## src/hdl/prqa_pkg.sv

```systemverilog
// Shared types and codes for the priority ready queue with aging.
// No dependencies; used by the top level by scoped names.
package prqa_pkg;

  typedef logic [1:0] cmd_t;
  typedef logic [1:0] status_t;

  localparam cmd_t CMD_ENQ = 2'd0;
  localparam cmd_t CMD_DEQ = 2'd1;
  localparam cmd_t CMD_SETP = 2'd2;
  localparam cmd_t CMD_REG = 2'd3;

  localparam status_t ST_OK = 2'd0;
  localparam status_t ST_EMPTY = 2'd1;
  localparam status_t ST_REJECT = 2'd2;

  localparam logic [1:0] REG_THRESH = 2'd0;
  localparam logic [1:0] REG_INTERVAL = 2'd1;
  localparam logic [1:0] REG_DFLT_PRIO = 2'd2;

  localparam int AddrW = 4;

  localparam logic [31:0] THRESH_RESET = 32'd100;
  localparam logic [15:0] INTERVAL_RESET = 16'd100;
  localparam logic [4:0] PRIO_RESET = 5'd1;

endpackage

```

## src/hdl/priority_ready_queue_with_aging.sv

```systemverilog
// Top level of the priority ready queue with aging: sequencer, level lists, APB registers.
// Depends on prqa_pkg and prqa_ram (task link, priority and stamp memories).
//
// One command per transaction, issued with start while busy is low; exactly one result
// follows on out_valid for a single cycle and cannot be stalled. A set priority to a level
// out of range, or a non-dequeue command with a task ID out of range, is rejected at once:
// its result is registered and follows in the next cycle, and busy never rises. Dequeue
// runs the aging pass when due before it picks a task: that pass walks every task on
// levels 1 and up through the shared task memories. No memory clearing pass is needed
// after reset.
module priority_ready_queue_with_aging #(
  parameter int PRIORITY_LEVELS = 4,
  parameter int MAX_TASKS = 64
) (
  input  logic                          clk,
  input  logic                          rst_n,
  input  logic                          start,
  output logic                          busy,
  input  logic [1:0]                    in_cmd,
  input  logic [5:0]                    in_task_id,
  input  logic [4:0]                    in_new_priority,
  input  logic [31:0]                   in_now_ms,
  output logic                          out_valid,
  output logic [1:0]                    out_status,
  output logic [5:0]                    out_task_id,
  output logic [4:0]                    out_priority,
  output logic [6:0]                    out_ready_total,
  input  logic                          psel,
  input  logic                          penable,
  input  logic                          pwrite,
  input  logic [prqa_pkg::AddrW-1:0]    paddr,
  input  logic [31:0]                   pwdata,
  output logic [31:0]                   prdata,
  output logic                          pready
);

  localparam int TW = $clog2(MAX_TASKS);
  localparam int CW = $clog2(MAX_TASKS + 1);
  localparam int LW = $clog2(PRIORITY_LEVELS);
  localparam int L = PRIORITY_LEVELS;

  localparam logic [3:0] S_IDLE = 4'd0;
  localparam logic [3:0] S_ENQ = 4'd1;
  localparam logic [3:0] S_SETP = 4'd2;
  localparam logic [3:0] S_SPUSH = 4'd3;
  localparam logic [3:0] S_AG_LVL = 4'd4;
  localparam logic [3:0] S_AG_RD = 4'd5;
  localparam logic [3:0] S_AG_EV = 4'd6;
  localparam logic [3:0] S_AG_PUSH = 4'd7;
  localparam logic [3:0] S_PICK = 4'd8;
  localparam logic [3:0] S_DEQ = 4'd9;

  // configuration
  logic [31:0] thr_r;
  logic [15:0] interval_r;
  logic [4:0]  dflt_r;
  logic        cfg_wr;

  // control and level lists
  logic [3:0]    state_r, state_nxt;
  logic [TW-1:0] head_r [L];
  logic [TW-1:0] tail_r [L];
  logic [CW-1:0] cnt_r [L];
  logic [L-1:0]  bitmap_r;
  logic [MAX_TASKS-1:0] queued_r, pvld_r, svld_r;
  logic [15:0]   deq_cnt_r;
  logic [CW-1:0] total_r;

  // transaction capture
  logic [1:0]    cmd_r;
  logic [TW-1:0] id_r;
  logic [4:0]    np_r;
  logic [31:0]   now_r;

  // walk state
  logic [LW-1:0] lvl_r, lvl_nxt;
  logic [TW-1:0] walk_r, walk_nxt, cur_r, cur_nxt;
  logic [CW-1:0] n_r, n_nxt, i_r, i_nxt;

  // outputs
  logic          out_valid_r;
  logic [1:0]    out_status_r;
  logic [5:0]    out_tid_r;
  logic [4:0]    out_pri_r;

  logic          accept;
  logic [15:0]   deq_inc;
  logic          aging_due;
  logic [LW-1:0] pick_lvl;
  logic [LW-1:0] li;
  logic [TW-1:0] lv_head, lv_tail, head_nxt, tail_nxt;
  logic [CW-1:0] lv_cnt, cnt_nxt;
  logic          lv_we;

  logic          ul_en, ps_en;
  logic [TW-1:0] ut, pt;
  logic [TW-1:0] rd_addr;
  logic [TW-1:0] nx_rd, pv_rd;
  logic [4:0]    prio_rd;
  logic [31:0]   stamp_rd;
  logic          nx_we, pv_we;
  logic [TW-1:0] nx_wa, nx_wd, pv_wa, pv_wd;
  logic          pr_we, st_we;
  logic [TW-1:0] pr_wa, st_wa;
  logic [4:0]    pr_wd;
  logic [31:0]   st_wd;

  logic [4:0]    prio_cur, enq_prio;
  logic [31:0]   stamp_cur;
  logic          age_hit;
  logic          q_set, q_clr, tot_inc, tot_dec;
  logic          resp;
  logic [1:0]    resp_st;
  logic [5:0]    resp_tid;
  logic [4:0]    resp_pri;

  assign accept = start && !busy;
  assign busy = (state_r != S_IDLE);
  assign pready = 1'b1;
  assign cfg_wr = psel && penable && pwrite && pready;

  always_comb begin
    prdata = '0;
    unique case (paddr[3:2])
      prqa_pkg::REG_THRESH:    prdata = thr_r;
      prqa_pkg::REG_INTERVAL:  prdata = 32'(interval_r);
      prqa_pkg::REG_DFLT_PRIO: prdata = 32'(dflt_r);
      default:                 prdata = '0;
    endcase
  end

  always_ff @(posedge clk) begin
    if (!rst_n) begin
      thr_r <= prqa_pkg::THRESH_RESET;
      interval_r <= prqa_pkg::INTERVAL_RESET;
      dflt_r <= prqa_pkg::PRIO_RESET;
    end else if (cfg_wr) begin
      if (paddr[3:2] == prqa_pkg::REG_THRESH) begin
        thr_r <= pwdata;
      end
      if (paddr[3:2] == prqa_pkg::REG_INTERVAL) begin
        interval_r <= pwdata[15:0];
      end
      if (paddr[3:2] == prqa_pkg::REG_DFLT_PRIO) begin
        dflt_r <= pwdata[4:0];
      end
    end
  end

  // task memories
  prqa_ram #(.WIDTH(TW), .DEPTH(MAX_TASKS)) u_next (
    .clk(clk), .we(nx_we), .waddr(nx_wa), .wdata(nx_wd), .raddr(rd_addr), .rdata(nx_rd)
  );
  prqa_ram #(.WIDTH(TW), .DEPTH(MAX_TASKS)) u_prev (
    .clk(clk), .we(pv_we), .waddr(pv_wa), .wdata(pv_wd), .raddr(rd_addr), .rdata(pv_rd)
  );
  prqa_ram #(.WIDTH(5), .DEPTH(MAX_TASKS)) u_prio (
    .clk(clk), .we(pr_we), .waddr(pr_wa), .wdata(pr_wd), .raddr(rd_addr), .rdata(prio_rd)
  );
  prqa_ram #(.WIDTH(32), .DEPTH(MAX_TASKS)) u_stamp (
    .clk(clk), .we(st_we), .waddr(st_wa), .wdata(st_wd), .raddr(rd_addr), .rdata(stamp_rd)
  );

  assign deq_inc = deq_cnt_r + 16'd1;
  assign aging_due = (deq_inc >= interval_r);
  assign prio_cur = pvld_r[id_r] ? prio_rd : prqa_pkg::PRIO_RESET;
  assign enq_prio = (cmd_r == prqa_pkg::CMD_REG) ? dflt_r : prio_cur;
  assign stamp_cur = svld_r[walk_r] ? stamp_rd : 32'd0;
  assign age_hit = (stamp_cur != 32'd0) && ((now_r - stamp_cur) >= thr_r);

  always_comb begin
    pick_lvl = '0;
    for (int k = L - 1; k >= 0; k--) begin
      if (bitmap_r[k]) begin
        pick_lvl = LW'(k);
      end
    end
  end

  always_comb begin
    unique case (state_r)
      S_ENQ:     li = LW'(enq_prio);
      S_SETP:    li = LW'(prio_cur);
      S_SPUSH:   li = LW'(np_r);
      S_AG_LVL:  li = lvl_r;
      S_AG_EV:   li = lvl_r;
      S_AG_PUSH: li = lvl_r - LW'(1);
      S_PICK:    li = pick_lvl;
      S_DEQ:     li = lvl_r;
      default:   li = '0;
    endcase
  end

  // list surgery on level li: push to tail or unlink a task
  always_comb begin
    lv_head = head_r[li];
    lv_tail = tail_r[li];
    lv_cnt = cnt_r[li];
    head_nxt = lv_head;
    tail_nxt = lv_tail;
    cnt_nxt = lv_cnt;
    lv_we = 1'b0;
    nx_we = 1'b0;
    nx_wa = lv_tail;
    nx_wd = pt;
    pv_we = 1'b0;
    pv_wa = pt;
    pv_wd = lv_tail;
    if (ps_en) begin
      lv_we = 1'b1;
      if (lv_cnt == '0) begin
        head_nxt = pt;
      end else begin
        nx_we = 1'b1;
        pv_we = 1'b1;
      end
      tail_nxt = pt;
      cnt_nxt = lv_cnt + CW'(1);
    end else if (ul_en && lv_cnt != '0) begin
      lv_we = 1'b1;
      if (lv_head == ut) begin
        head_nxt = nx_rd;
      end else begin
        nx_we = 1'b1;
        nx_wa = pv_rd;
        nx_wd = nx_rd;
      end
      if (lv_tail == ut) begin
        tail_nxt = pv_rd;
      end else begin
        pv_we = 1'b1;
        pv_wa = nx_rd;
        pv_wd = pv_rd;
      end
      cnt_nxt = lv_cnt - CW'(1);
    end
  end

  // sequencer
  always_comb begin
    state_nxt = state_r;
    lvl_nxt = lvl_r;
    walk_nxt = walk_r;
    cur_nxt = cur_r;
    n_nxt = n_r;
    i_nxt = i_r;
    rd_addr = walk_r;
    ul_en = 1'b0;
    ut = id_r;
    ps_en = 1'b0;
    pt = id_r;
    pr_we = 1'b0;
    pr_wa = id_r;
    pr_wd = enq_prio;
    st_we = 1'b0;
    st_wa = id_r;
    st_wd = now_r;
    q_set = 1'b0;
    q_clr = 1'b0;
    tot_inc = 1'b0;
    tot_dec = 1'b0;
    resp = 1'b0;
    resp_st = prqa_pkg::ST_OK;
    resp_tid = '0;
    resp_pri = '0;
    unique case (state_r)
      S_IDLE: begin
        rd_addr = TW'(in_task_id);
        if (accept) begin
          if (in_cmd == prqa_pkg::CMD_DEQ) begin
            lvl_nxt = LW'(L - 1);
            state_nxt = (aging_due && thr_r != 32'd0) ? S_AG_LVL : S_PICK;
          end else if (32'(in_task_id) >= 32'(MAX_TASKS)) begin
            resp = 1'b1;
            resp_st = prqa_pkg::ST_REJECT;
          end else if (in_cmd == prqa_pkg::CMD_SETP) begin
            if (32'(in_new_priority) >= 32'(L)) begin
              resp = 1'b1;
              resp_st = prqa_pkg::ST_REJECT;
            end else begin
              state_nxt = S_SETP;
            end
          end else begin
            state_nxt = S_ENQ;
          end
        end
      end
      S_ENQ: begin
        resp = 1'b1;
        state_nxt = S_IDLE;
        if (queued_r[id_r] || 32'(enq_prio) >= 32'(L)) begin
          resp_st = prqa_pkg::ST_REJECT;
        end else begin
          pr_we = 1'b1;
          st_we = 1'b1;
          q_set = 1'b1;
          ps_en = 1'b1;
          tot_inc = 1'b1;
        end
      end
      S_SETP: begin
        if (prio_cur == np_r) begin
          resp = 1'b1;
          state_nxt = S_IDLE;
        end else begin
          pr_we = 1'b1;
          pr_wd = np_r;
          if (queued_r[id_r]) begin
            ul_en = 1'b1;
            state_nxt = S_SPUSH;
          end else begin
            resp = 1'b1;
            state_nxt = S_IDLE;
          end
        end
      end
      S_SPUSH: begin
        ps_en = 1'b1;
        resp = 1'b1;
        state_nxt = S_IDLE;
      end
      S_AG_LVL: begin
        if (lvl_r == '0) begin
          state_nxt = S_PICK;
        end else if (lv_cnt == '0) begin
          lvl_nxt = lvl_r - LW'(1);
        end else begin
          n_nxt = lv_cnt;
          walk_nxt = lv_head;
          i_nxt = '0;
          state_nxt = S_AG_RD;
        end
      end
      S_AG_RD: begin
        state_nxt = S_AG_EV;
      end
      S_AG_EV, S_AG_PUSH: begin
        if (state_r == S_AG_EV) begin
          cur_nxt = walk_r;
          walk_nxt = nx_rd;
        end else begin
          ps_en = 1'b1;
          pt = cur_r;
        end
        if (state_r == S_AG_EV && age_hit) begin
          ul_en = 1'b1;
          ut = walk_r;
          pr_we = 1'b1;
          pr_wa = walk_r;
          pr_wd = 5'(lvl_r - LW'(1));
          st_we = 1'b1;
          st_wa = walk_r;
          state_nxt = S_AG_PUSH;
        end else if ((i_r + CW'(1)) == n_r) begin
          lvl_nxt = lvl_r - LW'(1);
          state_nxt = S_AG_LVL;
        end else begin
          i_nxt = i_r + CW'(1);
          state_nxt = S_AG_RD;
        end
      end
      S_PICK: begin
        rd_addr = lv_head;
        cur_nxt = lv_head;
        lvl_nxt = pick_lvl;
        if (bitmap_r == '0) begin
          resp = 1'b1;
          resp_st = prqa_pkg::ST_EMPTY;
          state_nxt = S_IDLE;
        end else begin
          state_nxt = S_DEQ;
        end
      end
      S_DEQ: begin
        ul_en = 1'b1;
        ut = cur_r;
        q_clr = 1'b1;
        tot_dec = (total_r != '0);
        resp = 1'b1;
        resp_tid = 6'(cur_r);
        resp_pri = 5'(lvl_r);
        state_nxt = S_IDLE;
      end
      default: begin
        state_nxt = S_IDLE;
      end
    endcase
  end

  always_ff @(posedge clk) begin
    if (!rst_n) begin
      state_r <= S_IDLE;
      bitmap_r <= '0;
      queued_r <= '0;
      pvld_r <= '0;
      svld_r <= '0;
      deq_cnt_r <= '0;
      total_r <= '0;
      out_valid_r <= 1'b0;
      for (int k = 0; k < L; k++) begin
        cnt_r[k] <= '0;
      end
    end else begin
      state_r <= state_nxt;
      out_valid_r <= resp;
      if (lv_we) begin
        cnt_r[li] <= cnt_nxt;
        bitmap_r[li] <= (cnt_nxt != '0);
      end
      if (pr_we) begin
        pvld_r[pr_wa] <= 1'b1;
      end
      if (st_we) begin
        svld_r[st_wa] <= 1'b1;
      end
      if (q_set) begin
        queued_r[id_r] <= 1'b1;
      end
      if (q_clr) begin
        queued_r[cur_r] <= 1'b0;
      end
      if (tot_inc) begin
        total_r <= total_r + CW'(1);
      end else if (tot_dec) begin
        total_r <= total_r - CW'(1);
      end
      if (accept && in_cmd == prqa_pkg::CMD_DEQ) begin
        deq_cnt_r <= aging_due ? 16'd0 : deq_inc;
      end
    end
  end

  always_ff @(posedge clk) begin
    if (lv_we) begin
      head_r[li] <= head_nxt;
      tail_r[li] <= tail_nxt;
    end
    if (accept) begin
      cmd_r <= in_cmd;
      id_r <= TW'(in_task_id);
      np_r <= in_new_priority;
      now_r <= in_now_ms;
    end
    lvl_r <= lvl_nxt;
    walk_r <= walk_nxt;
    cur_r <= cur_nxt;
    n_r <= n_nxt;
    i_r <= i_nxt;
    if (resp) begin
      out_status_r <= resp_st;
      out_tid_r <= resp_tid;
      out_pri_r <= resp_pri;
    end
  end

  assign out_valid = out_valid_r;
  assign out_status = out_status_r;
  assign out_task_id = out_tid_r;
  assign out_priority = out_pri_r;
  assign out_ready_total = 7'(total_r);

  a_resp_idle: assert property (@(posedge clk) disable iff (!rst_n)
    out_valid |-> !busy)
    else $error("result strobe while sequencer busy");

  a_bitmap_total: assert property (@(posedge clk) disable iff (!rst_n)
    (state_r != S_AG_PUSH && state_r != S_SPUSH) |-> ((bitmap_r != '0) == (total_r != '0)))
    else $error("level bitmap disagrees with ready total");

  a_total_max: assert property (@(posedge clk) disable iff (!rst_n)
    32'(total_r) <= 32'(MAX_TASKS))
    else $error("ready total above task count");

  a_one_resp: assert property (@(posedge clk) disable iff (!rst_n)
    out_valid |=> !out_valid || $past(accept))
    else $error("result without transaction");

endmodule

```

## src/hdl/prqa_ram.sv

```systemverilog
// Generic single-write, single-read RAM with registered read data.
// No dependencies.
module prqa_ram #(
  parameter int WIDTH = 8,
  parameter int DEPTH = 64
) (
  input  logic                     clk,
  input  logic                     we,
  input  logic [$clog2(DEPTH)-1:0] waddr,
  input  logic [WIDTH-1:0]         wdata,
  input  logic [$clog2(DEPTH)-1:0] raddr,
  output logic [WIDTH-1:0]         rdata
);

  logic [WIDTH-1:0] mem [DEPTH];

  always_ff @(posedge clk) begin
    if (we) begin
      mem[waddr] <= wdata;
    end
    rdata <= mem[raddr];
  end

endmodule
```

## config.mk

```make
export PLATFORM = sky130hd
export DESIGN_NAME = priority_ready_queue_with_aging
export DESIGN_NICKNAME = d
export VERILOG_FILES = /design/src/hdl/prqa_pkg.sv /design/src/hdl/priority_ready_queue_with_aging.sv /design/src/hdl/prqa_ram.sv
export SDC_FILE = /design/constraint.sdc
export NUM_CORES = 2
export LEC_CHECK = 0
export BUFFER_PORTS_ARGS = -buffer_cell sky130_fd_sc_hd__buf_2
export CORE_AREA = 2 2 573 575
export CTS_CLUSTER_DIAMETER = 200
export CTS_CLUSTER_SIZE = 12
export DETAILED_ROUTE_END_ITERATION = 16
export DIE_AREA = 0 0 575 577
export SLEW_MARGIN = 5
export SYNTH_ARGS = -nofsm -noshare
export SYNTH_HDL_FRONTEND = slang
export SYNTH_HIERARCHICAL = 1
export SYNTH_SLANG_ARGS = --single-unit
export TNS_END_PERCENT = 5
```

## constraint.sdc

```tcl
create_clock -name clk -period 10 [get_ports clk]
set_clock_uncertainty 0.1 [all_clocks]
set_input_delay 0.5 -clock clk [delete_from_list [all_inputs] [get_ports clk]]
set_output_delay 0.5 -clock clk [all_outputs]
set_load 0.02 [all_outputs]
```

# After elaboration in Yosys (flattened, before gate mapping)

Memories as Yosys holds them, arrays and structs flattened. A register that Yosys moved wholly into a read port is not among the register bits.
Cells that the tools add are included.

$lt $le $gt $ge: 13
Equality and inequality tests: 29
Add/sub/neg operators: 9
Reduce and logical (&&, ||, !) cells: 42
Multiplexer cells: 144
Bitwise operators: 7

Operators with widths:

| operator              | number |
|---|---|
| $mux W64              | 3 |
| $or A64 B64 Y64       | 3 |
| $mux W6               | 27 |
| $pmux W32 S3          | 1 |
| $and A64 B64 Y64      | 1 |
| $not A64 Y64          | 1 |
| $reduce_bool A32 Y1   | 2 |
| $mux W7               | 9 |
| $mux W1               | 48 |
| $pmux W6 S2           | 4 |
| $mux W2               | 19 |
| $ge A32 B32 Y1        | 1 |
| $mux W32              | 1 |
| $mux W4               | 8 |
| $sub A32 B32 Y32      | 1 |
| $lt A6 B7 Y1 const B  | 4 |
| $pmux W4 S6           | 1 |
| $add A7 B1 Y7 const B | 3 |
| $reduce_bool A7 Y1    | 3 |
| $mux W5               | 4 |
| $bmux W1 S6           | 3 |
| $demux W1 S6          | 3 |
| $ge A6 B1 Y1 const B  | 3 |
| $ne A2 B2 Y1 const B  | 9 |
| other kinds (47)      | 82 |

Input bits: 87
Output and inout port bits: 55
Memories: 7
Flip-flop bits (word level): 363
Word-level logic and storage cells: 275
Memory bits (writable): 3212

Memories:

| memory          | depth | width | read ports | clocked after memory_dff | write ports | line                                  | text |
|---|---|---|---|---|---|---|---|
| u_stamp.mem     | 64    | 32    | 1          | 1                        | 1           | prqa_ram.sv:15                        | `logic [WIDTH-1:0] mem [DEPTH];` |
| u_next.mem      | 64    | 6     | 1          | 1                        | 1           | prqa_ram.sv:15                        |  |
| u_prev.mem      | 64    | 6     | 1          | 1                        | 1           | prqa_ram.sv:15                        |  |
| u_prio.mem      | 64    | 5     | 1          | 1                        | 1           | prqa_ram.sv:15                        |  |
| cnt_r           | 4     | 7     | 1          | 0                        | 4           | priority_ready_queue_with_aging.sv:63 | `logic [CW-1:0] cnt_r [L];` |
| head_r          | 4     | 6     | 1          | 0                        | 1           | priority_ready_queue_with_aging.sv:61 | `logic [TW-1:0] head_r [L];` |
| 1 more memories | n/a   | n/a   | n/a        | n/a                      | n/a         | n/a                                   |  |

# Depth between registers and ports, before layout

Depth in word-level cells: 17
Depth in mapped cells: 45
Mapped depth without buffers: 40

# Cells and area by module

The synthesis kept the hierarchy.

By module, submodules not included:

| module                          | cells an instance | area each (µm²) | seq. area each (µm²) | instances |
|---|---|---|---|---|
| prqa_ram at u_stamp             | 3324              | 78515.3         | 62139.6              | 1 |
| priority_ready_queue_with_aging | 2621              | 24298.3         | 10319.9              | 1 |
| prqa_ram at u_prev              | 720               | 15225.9         | 11651.2              | 1 |
| prqa_ram at u_next              | 729               | 15205.8         | 11651.2              | 1 |
| prqa_ram at u_prio              | 610               | 12768.5         | 9709.3               | 1 |

# Worst setup path before layout

No wires, ideal clock.

Path kind: register to register
From: reg walk_r[0]
To: mem u_stamp.mem[48][0] (enable)
Stages on the path, launching flop included: 38
Setup time: 0.461 ns
Data required time: 9.439 ns
Arrival: 10.113 ns
Clock period less this slack: 10.674 ns
Slack: -0.674 ns
Path buffers: 7
Cell sequence: edfxtp_1 buf_6 buf_6 buf_6 mux2i_1 a22oi_1 nand4b_1 a31oi_2 clkbuf_1 nand2_1 fa_1 a21o_1 a21oi_1 o21bai_1 a21oi_1 o21bai_1 a21o_1 a221o_1 [2 not listed] a211oi_1 o21a_1 nor4bb_1 a311o_1 ha_1 o21a_1 o21a_1 o21ai_0 a2111oi_0 o31a_1 and2_1 buf_2 buf_4 mux2i_2 inv_1 buf_2 nand4b_1 nor3_1

Elaborated cells on any way between the ends: 14
Those cells by class: add/sub (1); order compare (1); mux (9); reduce/logical (3)

RTL lines:

| item                          | line                                   | text |
|---|---|---|
| start, declared               | priority_ready_queue_with_aging.sv:77  | `logic [TW-1:0] walk_r, walk_nxt, cur_r, cur_nxt;` |
| start signal, assigned        | priority_ready_queue_with_aging.sv:445 | `walk_r <= walk_nxt;` |
| $bmux W1 S6                   | priority_ready_queue_with_aging.sv:168 | `assign stamp_cur = svld_r[walk_r] ? stamp_rd : 32'd0;` |
| $mux W1 (implied by the code) | priority_ready_queue_with_aging.sv:168 |  |
| $mux W32                      | priority_ready_queue_with_aging.sv:168 |  |
| $sub A32 B32 Y32              | priority_ready_queue_with_aging.sv:169 | `assign age_hit = (stamp_cur != 32'd0) && ((now_r - stamp_cur) >= thr_r);` |
| $ge A32 B32 Y1                | priority_ready_queue_with_aging.sv:169 |  |
| $logic_and A1 B1 Y1           | priority_ready_queue_with_aging.sv:169 |  |
| $logic_and A1 B1 Y1           | priority_ready_queue_with_aging.sv:345 | `if (state_r == S_AG_EV && age_hit) begin` |
| $mux W6 * (2 in a row)        | n/a                                    |  |
| via pr_wa[0]                  | priority_ready_queue_with_aging.sv:104 | `logic [TW-1:0] pr_wa, st_wa;` |
| end, declared                 | prqa_ram.sv:15                         |  |

The timed path passes the listed nets; every way through them passes the cells marked *. The select of a mux whose other input is x is not followed.

# Worst setup path after layout

From: reg walk_r[0]
To: mem u_next/mem[2][4] (netlist bit) (enable)

Elaborated cells on any way between the ends: 22
Those cells by class: add/sub (1); order compare (1); eq/ne (1); mux (15); reduce/logical (4)

RTL lines:

| item                          | line                                   | text |
|---|---|---|
| $bmux W1 S6                   | priority_ready_queue_with_aging.sv:168 |  |
| $mux W1 (implied by the code) | priority_ready_queue_with_aging.sv:168 |  |
| $mux W32                      | priority_ready_queue_with_aging.sv:168 |  |
| $sub A32 B32 Y32              | priority_ready_queue_with_aging.sv:169 |  |
| $ge A32 B32 Y1                | priority_ready_queue_with_aging.sv:169 |  |
| $logic_and A1 B1 Y1           | priority_ready_queue_with_aging.sv:169 |  |
| $logic_and A1 B1 Y1           | priority_ready_queue_with_aging.sv:345 |  |
| $mux W6                       | priority_ready_queue_with_aging.sv:345 |  |
| $pmux W6 S2                   | priority_ready_queue_with_aging.sv:266 | `unique case (state_r)` |
| $eq A6 B6 Y1                  | priority_ready_queue_with_aging.sv:221 | `if (lv_head == ut) begin` |
| $mux W6                       | priority_ready_queue_with_aging.sv:221 |  |
| $mux W6 *                     | priority_ready_queue_with_aging.sv:219 | `end else if (ul_en && lv_cnt != '0) begin` |
| $mux W6 *                     | priority_ready_queue_with_aging.sv:209 | `if (ps_en) begin` |
| via nx_wa[2]                  | priority_ready_queue_with_aging.sv:102 | `logic [TW-1:0] nx_wa, nx_wd, pv_wa, pv_wd;` |
| end, declared                 | prqa_ram.sv:15                         |  |

Marks and branches as above.

==> results.sh <==
export IMPL_synth_area_leader_cell="edfxtp_1"
export IMPL_use_met1=0.333
export IMPL_maxSlewViolCount=0
export IMPL_fin_setup_tns_ns=0
export IMPL_crit_path_max_incr_delay_ns=0.45
export IMPL_clk_pin_slew_worst_paths_ns=0.07
export IMPL_place_ws_ns=0.105
export IMPL_grt_max_degree=104
export IMPL_coreArea_um2=326000
export IMPL_run_status="completed"
export IMPL_htree_levels=5
export IMPL_start_kind="flop"
export IMPL_nNetsFinal=8813
export IMPL_first_pass_iters=6
export IMPL_hp_class="input pin to flop"
export IMPL_grt_busiest_layer="met2"
export IMPL_multi_input_area_um2=38600
export IMPL_overflow=0
export IMPL_arrival_ns=10.10
export IMPL_netlist_area_um2=146000
export IMPL_dp_cells=12546
export IMPL_ios=142
export IMPL_synth_top_area_share=0.678
export IMPL_routabilityCongestion=0.924
export IMPL_synth_cell_types=117
export IMPL_cts_tree="yes"
export IMPL_cp_max_fo=7
export IMPL_routed_wl_um=387000
export IMPL_fmax_mhz=104
export IMPL_cp_end_kind="flop"
export IMPL_seq_area_um2=105000
export IMPL_fin_crit_ns=9.60
export IMPL_layout_setup_ws_ns=0.396
export IMPL_rsz0062_at_grt="true"
export IMPL_worstPathRequired_ns=10.50
export IMPL_hold_viol=0
export IMPL_die_w_um=575
export IMPL_ir_worst_vdd_uv=133
export IMPL_ys_async_sr_fraction=0
export IMPL_wl_per_cell_um=29.6
export IMPL_synth_area_leaders="edfxtp_1 68%, mux4_2 13%, dfxtp_1 4.5%, nor2_1 1.8%, mux2i_1 1.8%"
export IMPL_gr_usage_met2=0.362
export IMPL_synthTopCellsByCount="3295 x edfxtp_1, 818 x mux4_2, 710 x nor2_1"
export IMPL_worstSkewPairLatency_ns=0.95
export IMPL_cpMaxStageDelayCell="edfxtp_1"
export IMPL_grt_pass1_wl_um=557000
export IMPL_tightest_slew_ns=1.26
export IMPL_synthCells=8004
export IMPL_grt_usage=0.230
export IMPL_synth_edf_count=3295
export IMPL_stdcell_count=13094
export IMPL_critPathKind="flop to flop"
export IMPL_cts_made_buffers=339
export IMPL_synth_seq_area_share=0.722
export IMPL_num_rows=210
export IMPL_p_total_mw=32.9
export IMPL_hpwl_um=236000
export IMPL_dieArea_um2=332000
export IMPL_powerDensity_nw_per_um2=199
export IMPL_die_y_um=577
export IMPL_drc_errors=0
export IMPL_drive_gt1_frac=0.245
export IMPL_grt_antenna_before_repair=19
export IMPL_synth_avg_cell_area_um2=18.2
export IMPL_ant_nets=0
export IMPL_min_period_over_period=0.960
export IMPL_drtIter0Drc=9401
export IMPL_synth_most_common_cell="edfxtp_1"
export IMPL_num_vias=79386
export IMPL_port_buffers=135
export IMPL_ys_flop_type="edfxtp_1"
export IMPL_finalSetupViolations=0
export IMPL_start_util=0.448
export IMPL_grt_pass1_vias=78544
export IMPL_ys_warn_count=6
export IMPL_grt_use_met3=0.0330
export IMPL_clock_sinks=3621
export IMPL_slew_headroom=0.158
export IMPL_ctsLongestPathBuffers=4
export IMPL_ys_ff_latch=3621
export IMPL_clockRootBuffer="clkbuf_16"
export IMPL_viasPerCell=6.06
export IMPL_fill_cells=26156
export IMPL_syn_to_final_growth_pct=13.5
export IMPL_cellLeakagePower_nw=53.3
export IMPL_max_cap_violations=0
==> registers in the layout (all words and copies together) (netlist names), 7 cells and up <==
register and cells:
u_stamp/mem 2048, u_next/mem 384, u_prev/mem 384, u_prio/mem 320, pvld_r 64, queued_r 64
svld_r 64, now_r 32, thr_r 32, u_stamp/rdata 32, cnt_r 28, head_r 24
tail_r 24, deq_cnt_r 16, interval_r 16, i_r 7, n_r 7, out_ready_total 7
==> kinds of logic (layout without fill, tap and decap cells) <==
kind of cell               Yosys count  in the layout  share of synthesized area
xor gates and xnor gates            81             81                    0.00491
AOI/OAI and AO/OA                  835            835                     0.0397
muxes                             1179           1179                      0.154
adders and majority gates           96             96                    0.00833
other                                2             12                  0.0000514
and+or+nand+nor                   1637           1637                     0.0518
buffers and inverters              553           1287                     0.0185
DFF                               3621           3621                      0.722
==> critical path, delay by kind of cell, from the launching register on <==
kind | cells | cell delay, ns
xor+xnor | 1 | 0.17
flops | 1 | 0.45
simple gates | 9 | 1.81
mux | 3 | 0.70
fa+ha+maj | 2 | 0.72
buf+inv | 5 | 0.81
compound gates | 21 | 4.46
==> cell usage in the layout, fill, tap and decap left out, types with 134 or more instances in the layout <==
master and n:
mux4_2 818, nor2_1 645, a21oi_1 242, dfxtp_1 326, buf_4 424, o22ai_1 136, nand2_1 351, mux2i_1 266
edfxtp_1 3295, buf_2 134, clkbuf_16 345
==> layout make-up <==
| type | count | share of cell area |
|---|---|---|
| timing repair buffer | 739 | 0.0402 |
| sequential | 3621 | 0.636 |
| clock inverter | 18 | 0.00162 |
| multi-input combinational | 3832 | 0.233 |
| inverter | 97 | 0.00221 |
| clock buffer | 433 | 0.0541 |
| tap | 4346 | 0.0328 |
| antenna | 8 | 0.000121 |
==> path summary, 6_finish.rpt <==
kind                                 from                          to  slack [ns]  cells past startpoint
setup / recovery      walk_r[0]$_DFFE_PP_  u_next/mem[2][4]$_DFFE_PP_        0.40                     41
hold / removal                     pwrite       thr_r[1]$_SDFFE_PN0P_        0.10                      5
setup reg to reg      walk_r[0]$_DFFE_PP_  u_next/mem[2][4]$_DFFE_PP_        0.40                     41
hold reg to reg   queued_r[14]$_SDFF_PN0_     queued_r[14]$_SDFF_PN0_        0.36                      2
==> through the flow <==
| step | util | hold slack (ns) | area (um2) |
|---|---|---|---|
| 6_report | 0.509 | 0.103 | 166000 |
| 5_1_grt | 0.509 | 0.144 | 166000 |
| 4_1_cts | 0.508 | 0.0403 | 166000 |
| 3_5_place_dp | 0.477 | 0.349 | 156000 |
| 3_3_place_gp | 0.477 | 0.345 | 156000 |
| 2_1_floorplan | - | 0.329 | 146000 |
==> timing repair <==
action	in CTS	in global routing
resized for setup	0	37
endpoints found under the hold margin	111	0
hold buffers	81	0
setup buffers	0	8
setup endpoints to repair	0	1466
==> power breakdown <==
| part | total (mW) | switching, mW | internal (mW) |
|---|---|---|---|
| registers | 17.1 | 0.181 | 16.9 |
| logic | 4.29 | 2.68 | 1.61 |
| clock network | 11.6 | 5.33 | 6.23 |
| total | 32.9 | 8.20 | 24.7 |
==> metal layers <==
metal	vias to the layer above	part of all wire
li1	33436	-
met1	41881	0.42
met2	3468	0.47
met3	597	0.078
met4	4	0.035
met5	-	0.000070
Note: power is estimated with default switching activity, not from simulation.
